`src/hw/rtl/tcw_pkg.sv`:
```
// Shared constants, codes and transaction types of the text console writer.
`default_nettype none

package tcw_pkg;

  localparam int COLUMNS     = 80;
  localparam int ROWS        = 25;
  localparam int CELL_COUNT  = ROWS * COLUMNS;
  localparam int ADDR_W      = $clog2(CELL_COUNT);
  localparam int CNT_W       = $clog2(CELL_COUNT + 1);
  localparam int ROW_W       = $clog2(ROWS + 1);
  localparam int COL_W       = $clog2(COLUMNS + 1);
  localparam int QUEUE_DEPTH = 2;
  localparam int QPTR_W      = (QUEUE_DEPTH > 1) ? $clog2(QUEUE_DEPTH) : 1;
  localparam int QCNT_W      = $clog2(QUEUE_DEPTH + 1);

  localparam logic [7:0]  BLANK_ATTR   = 8'h0F;
  localparam logic [7:0]  NEWLINE_CODE = 8'd10;
  localparam logic [15:0] BLANK_CELL   = {BLANK_ATTR, 8'h00};

  typedef enum logic [1:0] {
    OP_PUT   = 2'd0,
    OP_CLEAR = 2'd1,
    OP_READ  = 2'd2,
    OP_NONE  = 2'd3
  } tcw_op_t;

  typedef struct packed {
    logic              scroll;
    logic              clear;
    logic              wr;
    logic              rd;
    logic [ADDR_W-1:0] addr;
    logic [15:0]       data;
    logic [ROW_W-1:0]  row;
    logic [COL_W-1:0]  col;
  } tcw_cmd_t;

  typedef struct packed {
    logic [ROW_W-1:0] row;
    logic [COL_W-1:0] col;
    logic             scrolled;
    logic [7:0]       cchar;
    logic [7:0]       cattr;
  } tcw_res_t;

endpackage

`default_nettype wire

```
`src/hw/rtl/tcw_front.sv`:
```
// Front end: accepts items, tracks the cursor and classifies each item into a command.
`default_nettype none

module tcw_front (
  input  wire logic             clk,
  input  wire logic             rst,
  input  wire logic             push,
  input  wire logic [1:0]       operation,
  input  wire logic [7:0]       char_code,
  input  wire logic [3:0]       bg_color,
  input  wire logic [3:0]       fg_color,
  input  wire logic [4:0]       read_row,
  input  wire logic [6:0]       read_col,
  input  wire logic             q_full,
  output logic                  q_push,
  output tcw_pkg::tcw_cmd_t     cmd
);

  logic [tcw_pkg::ROW_W-1:0]  row, row_next;
  logic [tcw_pkg::COL_W-1:0]  col, col_next;
  logic [tcw_pkg::ROW_W-1:0]  r1, r2;
  logic [tcw_pkg::COL_W-1:0]  c1, c2;
  logic                       wrap, scr, newline, rd_ok;
  logic [tcw_pkg::ADDR_W-1:0] waddr, raddr;

  always_comb begin
    wrap    = col >= tcw_pkg::COL_W'(tcw_pkg::COLUMNS);
    r1      = wrap ? tcw_pkg::ROW_W'(row + 1'b1) : row;
    c1      = wrap ? '0 : col;
    scr     = r1 >= tcw_pkg::ROW_W'(tcw_pkg::ROWS);
    r2      = scr ? tcw_pkg::ROW_W'(tcw_pkg::ROWS - 1) : r1;
    c2      = scr ? '0 : c1;
    newline = char_code == tcw_pkg::NEWLINE_CODE;
    waddr   = tcw_pkg::ADDR_W'(r2 * tcw_pkg::COLUMNS + c2);
    raddr   = tcw_pkg::ADDR_W'(read_row * tcw_pkg::COLUMNS + read_col);
    rd_ok   = (read_row < tcw_pkg::ROWS) && (read_col < tcw_pkg::COLUMNS);

    row_next   = row;
    col_next   = col;
    cmd.scroll = 1'b0;
    cmd.clear  = 1'b0;
    cmd.wr     = 1'b0;
    cmd.rd     = 1'b0;
    case (tcw_pkg::tcw_op_t'(operation))
      tcw_pkg::OP_PUT: begin
        cmd.scroll = scr;
        cmd.wr     = !newline;
        row_next   = newline ? tcw_pkg::ROW_W'(r2 + 1'b1) : r2;
        col_next   = newline ? '0 : tcw_pkg::COL_W'(c2 + 1'b1);
      end
      tcw_pkg::OP_CLEAR: begin
        cmd.clear = 1'b1;
        row_next  = '0;
        col_next  = '0;
      end
      tcw_pkg::OP_READ: begin
        cmd.rd = rd_ok;
      end
      default: begin
      end
    endcase
    cmd.addr = cmd.wr ? waddr : raddr;
    cmd.data = {bg_color, fg_color, char_code};
    cmd.row  = row_next;
    cmd.col  = col_next;
  end

  assign q_push = push && !q_full;

  always_ff @(posedge clk) begin
    if (rst) begin
      row <= '0;
      col <= '0;
    end else if (q_push) begin
      row <= row_next;
      col <= col_next;
    end
  end

endmodule

`default_nettype wire

```
`config.mk`:
```
export PLATFORM = sky130hd
export DESIGN_NAME = tcw_front
export DESIGN_NICKNAME = d
export VERILOG_FILES = /design/src/hw/rtl/tcw_pkg.sv /design/src/hw/rtl/tcw_front.sv
export SDC_FILE = /design/constraint.sdc
export NUM_CORES = 1
export LEC_CHECK = 0
export BUFFER_PORTS_ARGS = -buffer_cell sky130_fd_sc_hd__buf_2
export CORE_UTILIZATION = 45
export CTS_CLUSTER_DIAMETER = 30
export CTS_CLUSTER_SIZE = 28
export DETAILED_ROUTE_END_ITERATION = 10
export GPL_ROUTABILITY_DRIVEN = 0
export GPL_TIMING_DRIVEN = 0
export HOLD_SLACK_MARGIN = 0.06
export PLACE_DENSITY = 0.74
export SLEW_MARGIN = 15
export SYNTH_ARGS = -nofsm -noshare
export SYNTH_HDL_FRONTEND = slang
export SYNTH_SLANG_ARGS = --single-unit
```
`constraint.sdc`:
```
create_clock -name clk -period 4.28 [get_ports clk]
set_input_delay 0.214 -clock clk [delete_from_list [all_inputs] [get_ports clk]]
set_output_delay 0.214 -clock clk [all_outputs]
set_load 0.01 [all_outputs]
```
== Word-level counts from Yosys, hierarchy flattened ==
Cells that the tools add are included.
W data, S select, Z words.
Operators by class
  add/sub/neg operators: 5
  $mul: 2
  order comparisons: 4
  equal/unequal tests: 3
  mux-type cells: 13
  reduce and logical (&&, ||, !) cells: 5
Operators with widths (count)
  $add A11 B7 Y11: 2
  $mux W7: 3
  $mux W5: 3
  $mul A5 B3 Y7 const B: 2
  $pmux W7 S2: 1
  $mux W11: 1
  $add A5 B1 Y5 const B: 2
  $pmux W5 S2: 1
  $eq A8 B4 Y1 const B: 1
  $add A7 B1 Y7 const B: 1
  $ge A7 B7 Y1 const B: 1
  $lt A7 B7 Y1 const B: 1
  $ge A5 B5 Y1 const B: 1
  $lt A5 B5 Y1 const B: 1
  $mux W1: 4
  $eq A2 B1 Y1 const B: 1
  $eq A2 B2 Y1 const B: 1
  $logic_and A1 B1 Y1: 2
  $logic_not A1 Y1: 2
  $logic_not A2 Y1: 1
Word-level totals
  flip-flop bits (word level): 12
  input bits: 34
  logic and storage cells: 34

== Depth between registers and ports, before layout ==
  depth in word-level cells: 7
  mapped depth: 15
  mapped depth without buffers: 14

== Worst setup path before layout ==
No wires, ideal clock.
  kind: register to output
  start: reg row[1] (netlist name)
  end: out cmd[38] (netlist name)
  arrival: 3.278 ns
  required time: 4.066 ns
  path slack: 0.788 ns
  stages on the path, launching flop included: 16
  buffers on the path: 1
  path through: dfxtp_1 -> ha_1 -> nand2_1 -> o31ai_1 -> o2bb2ai_1 -> a32oi_2 -> buf_4 -> and2_1 -> ha_1 -> fa_1 -> a21o_1 -> nor2b_1 -> nor3b_1 -> a221oi_1 -> xor2_1 -> a21oi_1
RTL lines
  start: declaration: line tcw_front.sv:19  | logic [tcw_pkg::ROW_W-1:0] row, row_next;
  start signal: assignment: line tcw_front.sv:75  | row <= row_next;
  end: declaration: line tcw_front.sv:16  | output tcw_pkg::tcw_cmd_t cmd

==> impl_metrics.json <==
{
  "status": "finished, final reports clean",
  "cpPeakStageDelay_ps": 580,
  "postLayoutCellArea_mm2": 0.00257,
  "hp-class": "input port to register",
  "antenna_found_initial": 0,
  "path_clk_slew_ps": 50,
  "ant_nets": 0,
  "htreeDepth": 1,
  "rr_endpoint": "col[4]",
  "synth_warnings": 0,
  "netlist_instances": 289,
  "nets": 420,
  "slew_headroom_pct": 65.6,
  "syn_area_per_cell_um2": 7.22,
  "crit_path_cell_trace": "nand2_1 > a21oi_1 > a21o_1 > nor2_1 > ha_1 > ha_1 > fa_1 > nand2_1 > nor2b_1 > o21ai_0 > a221oi_1 > xor2_1 > a21oi_1 > buf_2",
  "fp.dieArea_mm2": 0.00491,
  "hold_viol": 0,
  "clock-sinks": 12,
  "cts_buffers": 3,
  "cts_setup_buffers": 0,
  "rrSetupSlack_ps": 1360,
  "clk_path_buf_depth": 2,
  "hold_depth": 2,
  "max_freq_mhz": 251,
  "period_needed_ps": 3990,
  "via_count": 2324,
  "critical_path_class": "register to output port",
  "pin_count": 78,
  "syn2layout_area_growth_pct": 23.3,
  "rows": 24,
  "layout_commonest_cell": "buf_2",
  "p_per_area_mw_per_mm2": 138,
  "crit_fanout": 8,
  "viasPerCell": 5.64,
  "ys_ff_latch": 12,
  "crit_family": "compound AO/OA/AOI/OAI gates",
  "syn_area_mm2": 0.00209,
  "die_w_um": 70.1,
  "dp_hpwl_um": 4480,
  "slew_viol_final": 0,
  "start_util_pct": 47.3,
  "core-area_mm2": 0.00441,
  "cp-startpoint": "row[4]",
  "yosysSeqAreaShare_pct": 11.5,
  "async_reset_ff_share_pct": 0,
  "r2r-start": "row[0]",
  "grt_max_degree": 11,
  "synthFlopType": "dfxtp_1",
  "worst-path-stages": 14,
  "grt_first_pass_wirelength_um": 9250,
  "required_ps": 4070,
  "cts-root-buf": "clkbuf_8",
  "drc_errors": 0,
  "finalSetupTns_ps": 0,
  "worstPathArrival_ps": 3770,
  "grt_pass1_vias": 2013,
  "utilization_pct": 58.3,
  "grt_usage_pct": 22.6,
  "clock_latency_ps": 240,
  "maxCapViolCount": 0,
  "startpoint_type": "register",
  "rsz0062_at_grt": "no",
  "cts_tree": "yes",
  "synth_cell_types": 58,
  "tightest_slew_ps": 516,
  "die_h_um": 70.1,
  "wl_per_cell_um": 13.5,
  "diodes": 0,
  "layout-drive-gt1-share_pct": 30.0,
  "port_buffers": 69,
  "crit_path_end_kind": "output port",
  "fin_crit_sh_pct": 93.1,
  "synth_edf_count": 0,
  "drt-total-wl_um": 5560,
  "synth_nets": 347,
  "final_cell_mix": "buf_2, nand2_1, nor2_1, a21oi_1, ha_1",
  "worstRegToRegCells": 14,
  "crit_slowest_cell": "dfxtp_1",
  "leakage_nw": 1.31,
  "cp_num_buf_inv": 1,
  "setup-violations-final": 0,
  "vdd_drop_max_v": 0.0000796,
  "skew_ps": 0.976,
  "drtIter0Drc": 217,
  "grt.overflow.total": 0,
  "endpoint": "cmd[38]",
  "placedInstanceArea_mm2": 0.00250,
  "first_pass_iters": 4
}
-- flip-flops by register name (all words and copies together) (netlist names) --
name,cells
col,7
row,5
-- power breakdown --
group,total [mW],internal [mW],switching (mW)
registers,0.113,0.112,0.000529
logic,0.139,0.0649,0.0740
clock network,0.104,0.0621,0.0422
total,0.356,0.239,0.117
-- cells by family after synthesis --
logic type	after synthesis	synth area share, %
adder cells (fa/ha/maj)	24	15.8
XOR/XNOR	17	8.04
AO/OA/AOI/OAI	83	27.5
buffers and inverters	41	11.1
flip-flops	12	11.5
multiplexers	2	0.960
AND/OR/NAND/NOR	110	25.1
-- through the flow --
| step | worst slack [ps] | power [mW] | std cells | hold WS, ps |
|---|---|---|---|---|
| 2_1_floorplan | 788 | 0.202 | 289 | 317 |
| 3_3_place_gp | 347 | 0.251 | 410 | 519 |
| 3_5_place_dp | 282 | 0.254 | 410 | 529 |
| 4_1_cts | 13.8 | 0.358 | 413 | 272 |
| 5_1_grt | 12.7 | 0.377 | 412 | 282 |
| 6_report | 294 | 0.356 | 412 | 275 |
-- routing by layer --
layer  up-vias  GRT usage, %  routed length (µm)
li1       1155             -                   -
met1      1068          30.6                2520
met2        93          37.9                2590
met3         8          3.75                 382
met5         -             0                   0
met4         0          4.44                  61
-- layout make-up --
type,instances,area (µm²)
clock buffer,3,41.3
buffer,31,195
inverter,9,33.8
tap,52,65.1
multi-input combinational,236,1650
timing repair buffer,69,345
fill,449,1840
sequential,12,241
-- worst min path at each step --
stage                     slack (ps)     end  from
after global placement           520  col[3]   rst
after CTS                        270  col[3]   rst
after detailed placement         530  col[3]   rst
final                            270  col[3]   rst
after floorplan                  320  col[3]   rst
after global routing             280  col[3]   rst
-- Yosys cell counts, types with 2 or more instances --
cell type | n | area, µm²
a21o_1 | 7 | 52.6
a21oi_1 | 20 | 100
a22oi_1 | 3 | 22.5
a31oi_1 | 3 | 18.8
and2_1 | 3 | 18.8
and3_1 | 5 | 31.3
buf_2 | 2 | 10.0
buf_4 | 18 | 135
clkbuf_1 | 10 | 37.5
dfxtp_1 | 12 | 240
fa_1 | 4 | 80.1
ha_1 | 20 | 250
inv_1 | 9 | 33.8
mux2i_1 | 2 | 20.0
nand2_1 | 42 | 158
nand2b_1 | 2 | 12.5
nand3_1 | 6 | 30.0
nor2_1 | 27 | 101
nor2b_1 | 7 | 43.8
nor3_1 | 3 | 15.0
nor3b_1 | 2 | 15.0
o211ai_1 | 2 | 15.0
o21ai_0 | 19 | 95.1
o2bb2ai_1 | 2 | 17.5
o31ai_1 | 9 | 67.6
or2_2 | 2 | 12.5
or3_1 | 3 | 18.8
xnor2_1 | 9 | 78.8
xor2_1 | 7 | 61.3
-- repair_timing --
action / 4_1_cts / 5_1_grt
endpoints found under the setup margin: 0 / 1
hold buffers: 0 / 0
gates resized for setup: 0 / 9
Power figures use the tool's default switching activity.
