### src/hw/rtl/tcw_pkg.sv
// Shared constants, codes and transaction types of the text console writer.
`default_nettype none

package tcw_pkg;

  localparam int COLUMNS     = 80;
  localparam int ROWS        = 25;
  localparam int CELL_COUNT  = ROWS * COLUMNS;
  localparam int ADDR_W      = $clog2(CELL_COUNT);
  localparam int CNT_W       = $clog2(CELL_COUNT + 1);
  localparam int ROW_W       = $clog2(ROWS + 1);
  localparam int COL_W       = $clog2(COLUMNS + 1);
  localparam int QUEUE_DEPTH = 2;
  localparam int QPTR_W      = (QUEUE_DEPTH > 1) ? $clog2(QUEUE_DEPTH) : 1;
  localparam int QCNT_W      = $clog2(QUEUE_DEPTH + 1);

  localparam logic [7:0]  BLANK_ATTR   = 8'h0F;
  localparam logic [7:0]  NEWLINE_CODE = 8'd10;
  localparam logic [15:0] BLANK_CELL   = {BLANK_ATTR, 8'h00};

  typedef enum logic [1:0] {
    OP_PUT   = 2'd0,
    OP_CLEAR = 2'd1,
    OP_READ  = 2'd2,
    OP_NONE  = 2'd3
  } tcw_op_t;

  typedef struct packed {
    logic              scroll;
    logic              clear;
    logic              wr;
    logic              rd;
    logic [ADDR_W-1:0] addr;
    logic [15:0]       data;
    logic [ROW_W-1:0]  row;
    logic [COL_W-1:0]  col;
  } tcw_cmd_t;

  typedef struct packed {
    logic [ROW_W-1:0] row;
    logic [COL_W-1:0] col;
    logic             scrolled;
    logic [7:0]       cchar;
    logic [7:0]       cattr;
  } tcw_res_t;

endpackage

`default_nettype wire

### src/hw/rtl/tcw_cmd_queue.sv
// Short command queue between the front end and the back end.
`default_nettype none

module tcw_cmd_queue (
  input  wire logic              clk,
  input  wire logic              rst,
  input  wire logic              push,
  input  wire tcw_pkg::tcw_cmd_t din,
  output logic                   full,
  input  wire logic              pop,
  output tcw_pkg::tcw_cmd_t      dout,
  output logic                   empty
);

  tcw_pkg::tcw_cmd_t          slots [tcw_pkg::QUEUE_DEPTH];
  logic [tcw_pkg::QPTR_W-1:0] wptr, rptr;
  logic [tcw_pkg::QCNT_W-1:0] count;
  logic                       do_push, do_pop;

  assign full    = count == tcw_pkg::QCNT_W'(tcw_pkg::QUEUE_DEPTH);
  assign empty   = count == '0;
  assign do_push = push && !full;
  assign do_pop  = pop && !empty;
  assign dout    = slots[rptr];

  always_ff @(posedge clk) begin
    if (do_push) begin
      slots[wptr] <= din;
    end
  end

  always_ff @(posedge clk) begin
    if (rst) begin
      wptr  <= '0;
      rptr  <= '0;
      count <= '0;
    end else begin
      if (do_push) begin
        wptr <= (wptr == tcw_pkg::QPTR_W'(tcw_pkg::QUEUE_DEPTH - 1)) ? '0
                : tcw_pkg::QPTR_W'(wptr + 1'b1);
      end
      if (do_pop) begin
        rptr <= (rptr == tcw_pkg::QPTR_W'(tcw_pkg::QUEUE_DEPTH - 1)) ? '0
                : tcw_pkg::QPTR_W'(rptr + 1'b1);
      end
      if (do_push && !do_pop) begin
        count <= tcw_pkg::QCNT_W'(count + 1'b1);
      end else if (do_pop && !do_push) begin
        count <= tcw_pkg::QCNT_W'(count - 1'b1);
      end
    end
  end

endmodule

`default_nettype wire

### config.mk
export PLATFORM = sky130hd
export DESIGN_NAME = tcw_cmd_queue
export DESIGN_NICKNAME = d
export VERILOG_FILES = /design/src/hw/rtl/tcw_pkg.sv /design/src/hw/rtl/tcw_cmd_queue.sv
export SDC_FILE = /design/constraint.sdc
export NUM_CORES = 1
export LEC_CHECK = 0
export ABC_AREA = 1
export ABC_CLOCK_PERIOD_IN_PS = 9100
export BUFFER_PORTS_ARGS = -buffer_cell sky130_fd_sc_hd__buf_2
export CAP_MARGIN = 20
export CORE_MARGIN = 2
export CORE_UTILIZATION = 30
export DETAILED_ROUTE_END_ITERATION = 6
export SLEW_MARGIN = 20
export SYNTH_ARGS = -nofsm -noshare
export SYNTH_HDL_FRONTEND = slang
export SYNTH_SLANG_ARGS = --single-unit
### constraint.sdc
create_clock -name clk -period 9.1 [get_ports clk]
set_clock_uncertainty 0.2 [all_clocks]
set_input_delay 0 -clock clk [delete_from_list [all_inputs] [get_ports clk]]
set_output_delay 0 -clock clk [all_outputs]
set_load 0.02 [all_outputs]
# After elaboration in Yosys (flattened, before gate mapping)
# Memory sizes are Yosys's and may differ from the RTL's. A register that Yosys moved wholly into a read port is not among the register bits.
# Cells that the tools add are included.
# totals
wordCells	27
latch_bits	0
memories	1
mem_bits_rw	86
romBits	0
register_bits	4
# classes
shift	0
n_eq_ne	1
n_div	0
n_mul	0
reduce_logical	10
n_mux	8
magnitude_cmp	0
bitwise_logic	0
add_sub_neg	4
# memory_table
memory	words	word_bits	read_ports	rd_ports_with_merged_regs	write_ports	line	text
slots	2	43	1	1	1	tcw_cmd_queue.sv:15	tcw_pkg::tcw_cmd_t slots [tcw_pkg::QUEUE_DEPTH];
# ops
op	n
two-way mux 1 bit	6
logical AND 1 bit	4
logical NOT 1 bit	4
two-way mux 2 bit	2
adder 1 bit, second input constant	2
adder 2 x 1 -> 2 bit, second input constant	1
equality test 2 bit, second input constant	1
logical NOT 2 bit	1
nonzero test 2 bit	1
subtractor 2 x 1 -> 2 bit, second input constant	1

# Logic depth before layout (Yosys ltp)
# Gate-level depths: netlist of run 1.
# logic_depth
word_depth	7
depth_mapped	10
mapped_depth_nobuf	10

# Least setup slack after synthesis of run 1
# No wires, ideal clock.
# synth_path
kind	reg2reg
from	register count[0] (netlist name)
to	memory slots[0][0] (netlist name) (enable)
t_arrival_ns	2.347
period_less_slack_ns	2.991
path_slack_ns	6.109
stages_incl_launch_ff	3
t_required_ns	8.457
cell_sequence	dfxtp_1 > o21ai_2 > nor2_1
# synth_between
elab_chain_len	5
# synth_lines
item	line	text
start, declared	tcw_cmd_queue.sv:17	logic [tcw_pkg::QCNT_W-1:0] count;
start signal, assigned	tcw_cmd_queue.sv:47	count <= tcw_pkg::QCNT_W'(count + 1'b1);
start signal, assigned	tcw_cmd_queue.sv:49	count <= tcw_pkg::QCNT_W'(count - 1'b1);
equality test 2 bit	tcw_cmd_queue.sv:20	assign full = count == tcw_pkg::QCNT_W'(tcw_pkg::QUEUE_DEPTH);
logical NOT 1 bit	tcw_cmd_queue.sv:22	assign do_push = push && !full;
logical AND 1 bit	tcw_cmd_queue.sv:22	
two-way mux 1 bit	tcw_cmd_queue.sv:27	if (do_push) begin
two-way mux 1 bit (implied by the code)	tcw_cmd_queue.sv:28	slots[wptr] <= din;
end, declared	tcw_cmd_queue.sv:15	
# Every way passes these cells.

==> flow_summary.rst, run 1 <==
.. list-table::
   :header-rows: 1

   * - Metric
     - Value
   * - Status
     - complete, but fails checks
   * - Violated checks
     - DRC
   * - Clock tree from TritonCTS
     - built
   * - Number of buffers on the longest clock path
     - 2
   * - Leakage
     - 1.929 nW
   * - Critical-path cell list
     - mux2_2 > buf_2
   * - Prevailing post-synth register cell
     - edfxtp_1
   * - Number of port buffers
     - 91
   * - Global route total overflow
     - 0
   * - Horizontal die dimension
     - 112.9 um
   * - Root Buffer Master
     - clkbuf_16
   * - Die area
     - 12750 um^2
   * - Antenna viol nets, final
     - 0
   * - Worst supply voltage drop on vdd
     - 0.0001336 V
   * - Antenna violations before repair
     - 0
   * - Most common cell in the synthesized netlist
     - edfxtp_1
   * - Setup repair after global routing missed its margin
     - no
   * - Number of flops mapped to enable cells by yosys
     - 86
   * - Type of origin of the critical path
     - flip-flop
   * - Number of placement rows
     - 39
   * - Smallest setup slack after layout
     - 7088 ps
   * - Number of global-route vias before repair
     - 1977
   * - Total global routing track utilization
     - 0.09643
   * - Core region area
     - 11520 um^2
   * - Clock sink total
     - 91
   * - Area delta synth->final
     - 36.92%
   * - Fillcell total
     - 1056
   * - Total power draw
     - 0.001256 W
   * - Peak fanout along the critical path
     - 43
   * - Mean instance size in the synthesized netlist
     - 20.81 um^2
   * - Via/cell ratio
     - 4.080
   * - Synthesized net count
     - 219
   * - Count of routing violations after the opening detailed-route iteration
     - 74
   * - Sum Neg Setup Slack
     - 0 ps
   * - Cell taking the most area after synthesis
     - edfxtp_1
   * - Sequential area share after synthesis
     - 0.7539
   * - Residual DRC
     - 6
   * - Number of nets at the end of the flow
     - 364
   * - CP required
     - 8900 ps
   * - Total of flip-flops plus latches after synthesis
     - 91
   * - Post-synthesis cell count
     - 171
   * - Maximum frequency from static timing analysis
     - 497.1 MHz
   * - Critical path class
     - reg -> out
   * - Type of the tightest min-delay check
     - in -> reg
   * - Distinct cells, synth
     - 17
   * - Pre-Repair DR Iteration Count
     - 6
   * - Pin slew with the least headroom to its limit
     - 805.4 ps
   * - Overall die height
     - 112.9 um
   * - Slowest cell on the critical path
     - dfxtp_4
   * - CTS Buf Count
     - 9
   * - Via Count
     - 1889
   * - Synthesized area
     - 3558 um^2
   * - Post-CTS setup-driven buffer insertion count
     - 0
   * - Pins Over Slew Limit
     - 0
   * - Total inserted antenna cells
     - 0
   * - Max cap viols
     - 0
   * - Routed WL per cell
     - 13.01 um
   * - IO Pins
     - 92
   * - Crit share post-route
     - 0.2211
   * - Clock Pin Slew Worst Setup and Hold Paths
     - 60 ps
   * - Maximum single-stage delay on the critical path
     - 860 ps
   * - Layout cells sized above 1
     - 0.4813
   * - Worst setup slack after placement
     - 7279 ps
   * - Worst-case headroom to the max-slew limit
     - 0.4631
   * - Critical Path End Type
     - output port
   * - Buffering stage count on the worst path with inverters included
     - 1
   * - Leading cell types by count after synthesis
     - edfxtp_1 (86), mux2_4 (40), nor2_1 (9)
   * - Maximum number of pins on one net before global-route repair
     - 44
   * - Area share of the leading cell type in the synthesized netlist
     - 0.7257
   * - Total number of yosys warnings
     - 0
   * - Starting density of the core
     - 0.3090
   * - Count of H-tree levels built during CTS
     - 3
   * - Final hold vios
     - 0
   * - Skew-Pair Late Insertion Delay
     - 330 ps
   * - Count of final setup violators
     - 0
   * - Final Critical Period
     - 2012 ps
   * - Total power per unit cell area
     - 257.8 nW/um^2
   * - Arrival time reported for the critical path endpoint
     - 1810 ps
   * - Category of cells accounting for the largest share of critical-path delay
     - flip-flops
   * - Global-route wire length before repair
     - 9.301 mm
   * - Total detailed-routing wirelength
     - 6.023 mm
   * - Synth area leaders
     - edfxtp_1 (73%), mux2_4 (17%), dfxtp_1 (2.8%)
   * - Total half-perimeter wirelength after legalization and detailed placement
     - 3.798 mm
   * - Async set-or-reset flop fraction in the synthesized netlist
     - 0
   * - Final weighted congestion in routability-driven placement
     - 0.6608
-- report_power, final --
group / internal, W / switching [W] / total [W]
registers: 0.000531 / 0.0000470 / 0.000578
clock network: 0.000210 / 0.000135 / 0.000345
logic: 0.000161 / 0.000172 / 0.000333
-- final cells by class --
cell class / count / area [um^2] / area share
flip-flops and latches: 91 / 2686 / 0.5514
repair buffers: 139 / 930.9 / 0.1911
multi-input cells: 66 / 765.7 / 0.1572
clock buffers: 12 / 236.5 / 0.04854
well taps: 143 / 178.9 / 0.03672
clock inverters: 3 / 40.04 / 0.008218
inverters: 9 / 33.78 / 0.006934
-- through the flow --
step | cell area (um^2) | util | hold WS [ps] | std cells
4_1_cts | 4872 | 0.4231 | 174.1 | 463
3_5_place_dp | 4135 | 0.3591 | -7.341 | 402
6_report | 4872 | 0.4231 | 189.2 | 463
5_1_grt | 4872 | 0.4231 | 188.1 | 463
2_1_floorplan | 3558 | - | -101.1 | 171
3_3_place_gp | 4135 | 0.3591 | -9.756 | 402
-- cells by family (layout without fill, tap and decap cells) --
| logic type | after synthesis | after routing | synth area share |
|---|---|---|---|
| DFF | 91 | 91 | 0.7539 |
| AOI/OAI and AO/OA | 6 | 6 | 0.01055 |
| and+or+nand+nor | 16 | 16 | 0.01863 |
| buffers and inverters | 14 | 163 | 0.03516 |
| adders and majority gates | 1 | 1 | 0.003516 |
| muxes | 43 | 43 | 0.1783 |
-- per-layer routing --
| layer | part of all wire | vias to the layer above | track usage |
|---|---|---|---|
| met5 | 0 | - | 0 |
| met1 | 0.43 | 896 | 0.1049 |
| met2 | 0.50 | 49 | 0.1655 |
| met4 | 0.017 | 0 | 0.06098 |
| met3 | 0.054 | 7 | 0.02785 |
| li1 | - | 937 | - |
-- what timing repair did --
| item | CTS | global route |
|---|---|---|
| gates resized for setup | 0 | 0 |
| hold endpoints to repair | 91 | 0 |
| hold buffers | 46 | 0 |
-- sequential cells by signal, summed over array words and instances (netlist names), named ones only --
register,count
rptr,1
count,2
wptr,1
slots,86
-- cell usage in the layout, fill, tap and decap left out, types with 3 or more instances in the layout --
cell type      count
o21ai_0            3
buf_2             91
dlygate4sd3_1     46
inv_1              8
mux2_2             3
nor2_1             7
clkbuf_16          9
dfxtp_1            4
nand2_1            4
mux2_4            40
clkbuf_1           3
edfxtp_1          86
-- final timing paths --
check / startpoint / to / slack [ps] / cells past startpoint
worst min register to register: rptr / rptr / 360 / 3
worst max-delay path: flip-flop / dout[25] / 7090 / 2
worst min-delay path: din[31] / slots[1][31] / 190 / 2
worst max register to register: count[0] / slots[0][34] / 7290 / 3
No activity file was read; power rests on OpenSTA's default activity.
==> run 2, diff against run 1 <==
ABC_CLOCK_PERIOD_IN_PS = 2100   (was 9100)
clock period = 2.1 ns   (was 9.1 ns; I/O delays follow)
==> flow_summary.rst, run 2 (same netlist as run 1, synthesis figures left out) <==
.. list-table::
   :header-rows: 1

   * - Metric
     - Value
   * - Status
     - complete, but fails checks (unchanged)
   * - Violated checks
     - DRC (unchanged)
   * - Hold-critical path depth
     - 2 (unchanged)
   * - Worst supply voltage drop on vdd
     - 0.0005333 V (was 0.0001336 V)
   * - Count of H-tree levels built during CTS
     - 3 (unchanged)
   * - Root Buffer Master
     - clkbuf_16 (unchanged)
   * - Total detailed-routing wirelength
     - 6.250 mm (was 6.023 mm)
   * - Critical-path cell list
     - buf_4 > mux2_4 > buf_2 (was mux2_2 > buf_2)
   * - Antenna violations before repair
     - 0 (unchanged)
   * - Flip-flop count of the largest register, all copies and words added
     - 86 (unchanged)
   * - Critical Path End Type
     - output port (unchanged)
   * - Most frequent standard cell in the layout excluding fill and tap cells
     - buf_2 (unchanged)
   * - Clock sink total
     - 91 (unchanged)
   * - CP required
     - 1900 ps (was 8900 ps)
   * - Worst R2R Start
     - count[1] (was count[0])
   * - Skew-Pair Late Insertion Delay
     - 340 ps (was 330 ps)
   * - Power share of the combinational group
     - 0.283 (was 0.265)
   * - Type of origin of the critical path
     - flip-flop (unchanged)
   * - Global-route wire length before repair
     - 9.873 mm (was 9.301 mm)
   * - Routed WL per cell
     - 13.35 um (was 13.01 um)
   * - Count of routing violations after the opening detailed-route iteration
     - 79 (was 74)
   * - Number of port buffers
     - 91 (unchanged)
   * - Most frequent cells in the layout
     - buf_2 (91), edfxtp_1 (86), dlygate4sd3_1 (46) (unchanged)
   * - Total global routing track utilization
     - 0.1039 (was 0.09643)
   * - CTS Hold Bufs
     - 46 (unchanged)
   * - Setup repair after global routing missed its margin
     - no (unchanged)
   * - Switching part of the total power
     - 0.2865 (was 0.2814)
   * - Pin slew with the least headroom to its limit
     - 380.1 ps (was 805.4 ps)
   * - Pre-Repair DR Iteration Count
     - 6 (unchanged)
   * - Internal power
     - 0.003998 W (was 0.0009026 W)
   * - Number of placement rows
     - 39 (unchanged)
   * - IO Pins
     - 92 (unchanged)
   * - Clock tree from TritonCTS
     - built (unchanged)
   * - Area delta synth->final
     - 39.35% (was 36.92%)
   * - Via Count
     - 1956 (was 1889)
   * - Clock Pin Slew Worst Setup and Hold Paths
     - 60 ps (about the same)
   * - R2R setup slack
     - 250 ps (was 7290 ps)
   * - Die area
     - 12750 um^2 (unchanged)
   * - Core region area
     - 11520 um^2 (unchanged)
   * - Horizontal die dimension
     - 112.9 um (unchanged)
   * - Max cap viols
     - 0 (unchanged)
   * - Worst Hold Path EP
     - slots[0][1] (was slots[1][31])
   * - Peak fanout along the critical path
     - 18 (was 43)
   * - Relative contribution of sequential cells to total power
     - 0.435 (was 0.460)
   * - Register with the most flip-flops
     - slots (unchanged)
   * - Total power per unit cell area
     - 1130 nW/um^2 (was 257.8 nW/um^2)
   * - Final hold vios
     - 0 (unchanged)
   * - Start point of the worst hold path
     - din[1] (was din[31])
   * - Maximum frequency from static timing analysis
     - 536.6 MHz
   * - Crit share post-route
     - 0.8875
   * - Number of buffers on the longest clock path
     - 2 (unchanged)
   * - Critical path class
     - reg -> out (unchanged)
   * - Core occupancy in the finished layout
     - 0.4306 (was 0.4231)
   * - Type of the tightest min-delay check
     - in -> reg (unchanged)
   * - Number of nets at the end of the flow
     - 368 (was 364)
   * - Maximum number of pins on one net before global-route repair
     - 44 (unchanged)
   * - Post-CTS setup-driven buffer insertion count
     - 0 (unchanged)
   * - Sum Neg Setup Slack
     - 0 ps (unchanged)
   * - Worst reg2reg path depth
     - 9 (was 3)
   * - CTS Buf Count
     - 9 (unchanged)
   * - Total half-perimeter wirelength after legalization and detailed placement
     - 3.846 mm (was 3.798 mm)
   * - Endpoint of the lowest-slack register-to-register path
     - count[1] (was slots[0][34])
   * - Final weighted congestion in routability-driven placement
     - 0.6914 (was 0.6608)
   * - Relative contribution of the clock network to total power
     - 0.281 (was 0.275)
   * - Leakage
     - 1.969 nW (was 1.929 nW)
   * - Overall die height
     - 112.9 um (unchanged)
   * - Slowest cell on the critical path
     - dfxtp_4 (unchanged)
   * - Starting density of the core
     - 0.3090 (unchanged)
   * - Pins Over Slew Limit
     - 0 (unchanged)
   * - Antenna viol nets, final
     - 0 (unchanged)
   * - Total inserted antenna cells
     - 0 (unchanged)
   * - Via/cell ratio
     - 4.179 (was 4.080)
   * - Layout cells sized above 1
     - 0.4954 (was 0.4813)
   * - Post-cts repair resize count
     - 0 (unchanged)
   * - Arrival time reported for the critical path endpoint
     - 1660 ps (was 1810 ps)
   * - Largest registers in the final layout
     - slots x86, count x2 (unchanged)
   * - Maximum single-stage delay on the critical path
     - 590 ps (was 860 ps)
   * - Worst-case headroom to the max-slew limit
     - 0.7466 (was 0.4631)
   * - Count of final setup violators
     - 0 (unchanged)
   * - Total power draw
     - 0.005603 W (was 0.001256 W)
   * - Global route total overflow
     - 0 (unchanged)
   * - Residual DRC
     - 6 (unchanged)
   * - Number of global-route vias before repair
     - 1997 (was 1977)
   * - Final Critical Period
     - 1864 ps
   * - Switching power summed over all nets
     - 0.001606 W (was 0.0003535 W)
run 2: per-layer routing:
layer	wire, um	track usage	share of wire	up-vias
li1	-	-	-	944
met5	0	0	0	-
met1	2598	0.1161	0.42	949
met3	400	0.05142	0.064	8
met4	110	0.04146	0.018	0
met2	3139	0.1707	0.50	55
run 2: cell type report:
class                   count  area [um^2]
clock buffers              11        242.7
clock inverters             5        52.55
fillers                  1034         6558
inverters                   9        33.78
multi-input cells          66        765.7
flip-flops and latches     91         2686
well taps                 143        178.9
repair buffers            143        998.5
run 2: critical path: cells and delay by family, from the launching register on:
family                 cells  cell delay [ps]
muxes                      1              320
buffers and inverters      2              420
DFF                        1              590
run 2: how the worst max path moves through the flow:
stage / depth (start not counted) / endpoint / slack (ps)
floorplan: 2 / slots[0][0] / -180
global placement: 9 / count[1] / 390
detailed placement: 9 / count[1] / 270
CTS: 3 / dout[21] / 200
global route: 9 / count[1] / 50
finish: 3 / dout[0] / 240
run 2: power groups by stage:
stage / Combinational, W / Sequential (W) / Clock (W)
after floorplan: 0.00120 / 0.00240 / 0
after global placement: 0.00154 / 0.00246 / 0
after detailed placement: 0.00154 / 0.00248 / 0
after CTS: 0.00161 / 0.00244 / 0.00163
after global routing: 0.00171 / 0.00247 / 0.00171
final: 0.00159 / 0.00244 / 0.00158
run 2: through the flow:
step | instance area (um^2) | hold slack (ps) | setup slack [ps] | instances
global route | 4959 | 166.8 | 52.71 | 468
detailed placement | 4203 | -6.788 | 268.4 | 406
global placement | 4203 | -11.87 | 392.3 | 406
CTS | 4959 | 159.8 | 204.1 | 468
finish | 4959 | 185.4 | 236.3 | 468
floorplan | 3563 | -101.1 | -180.6 | 171
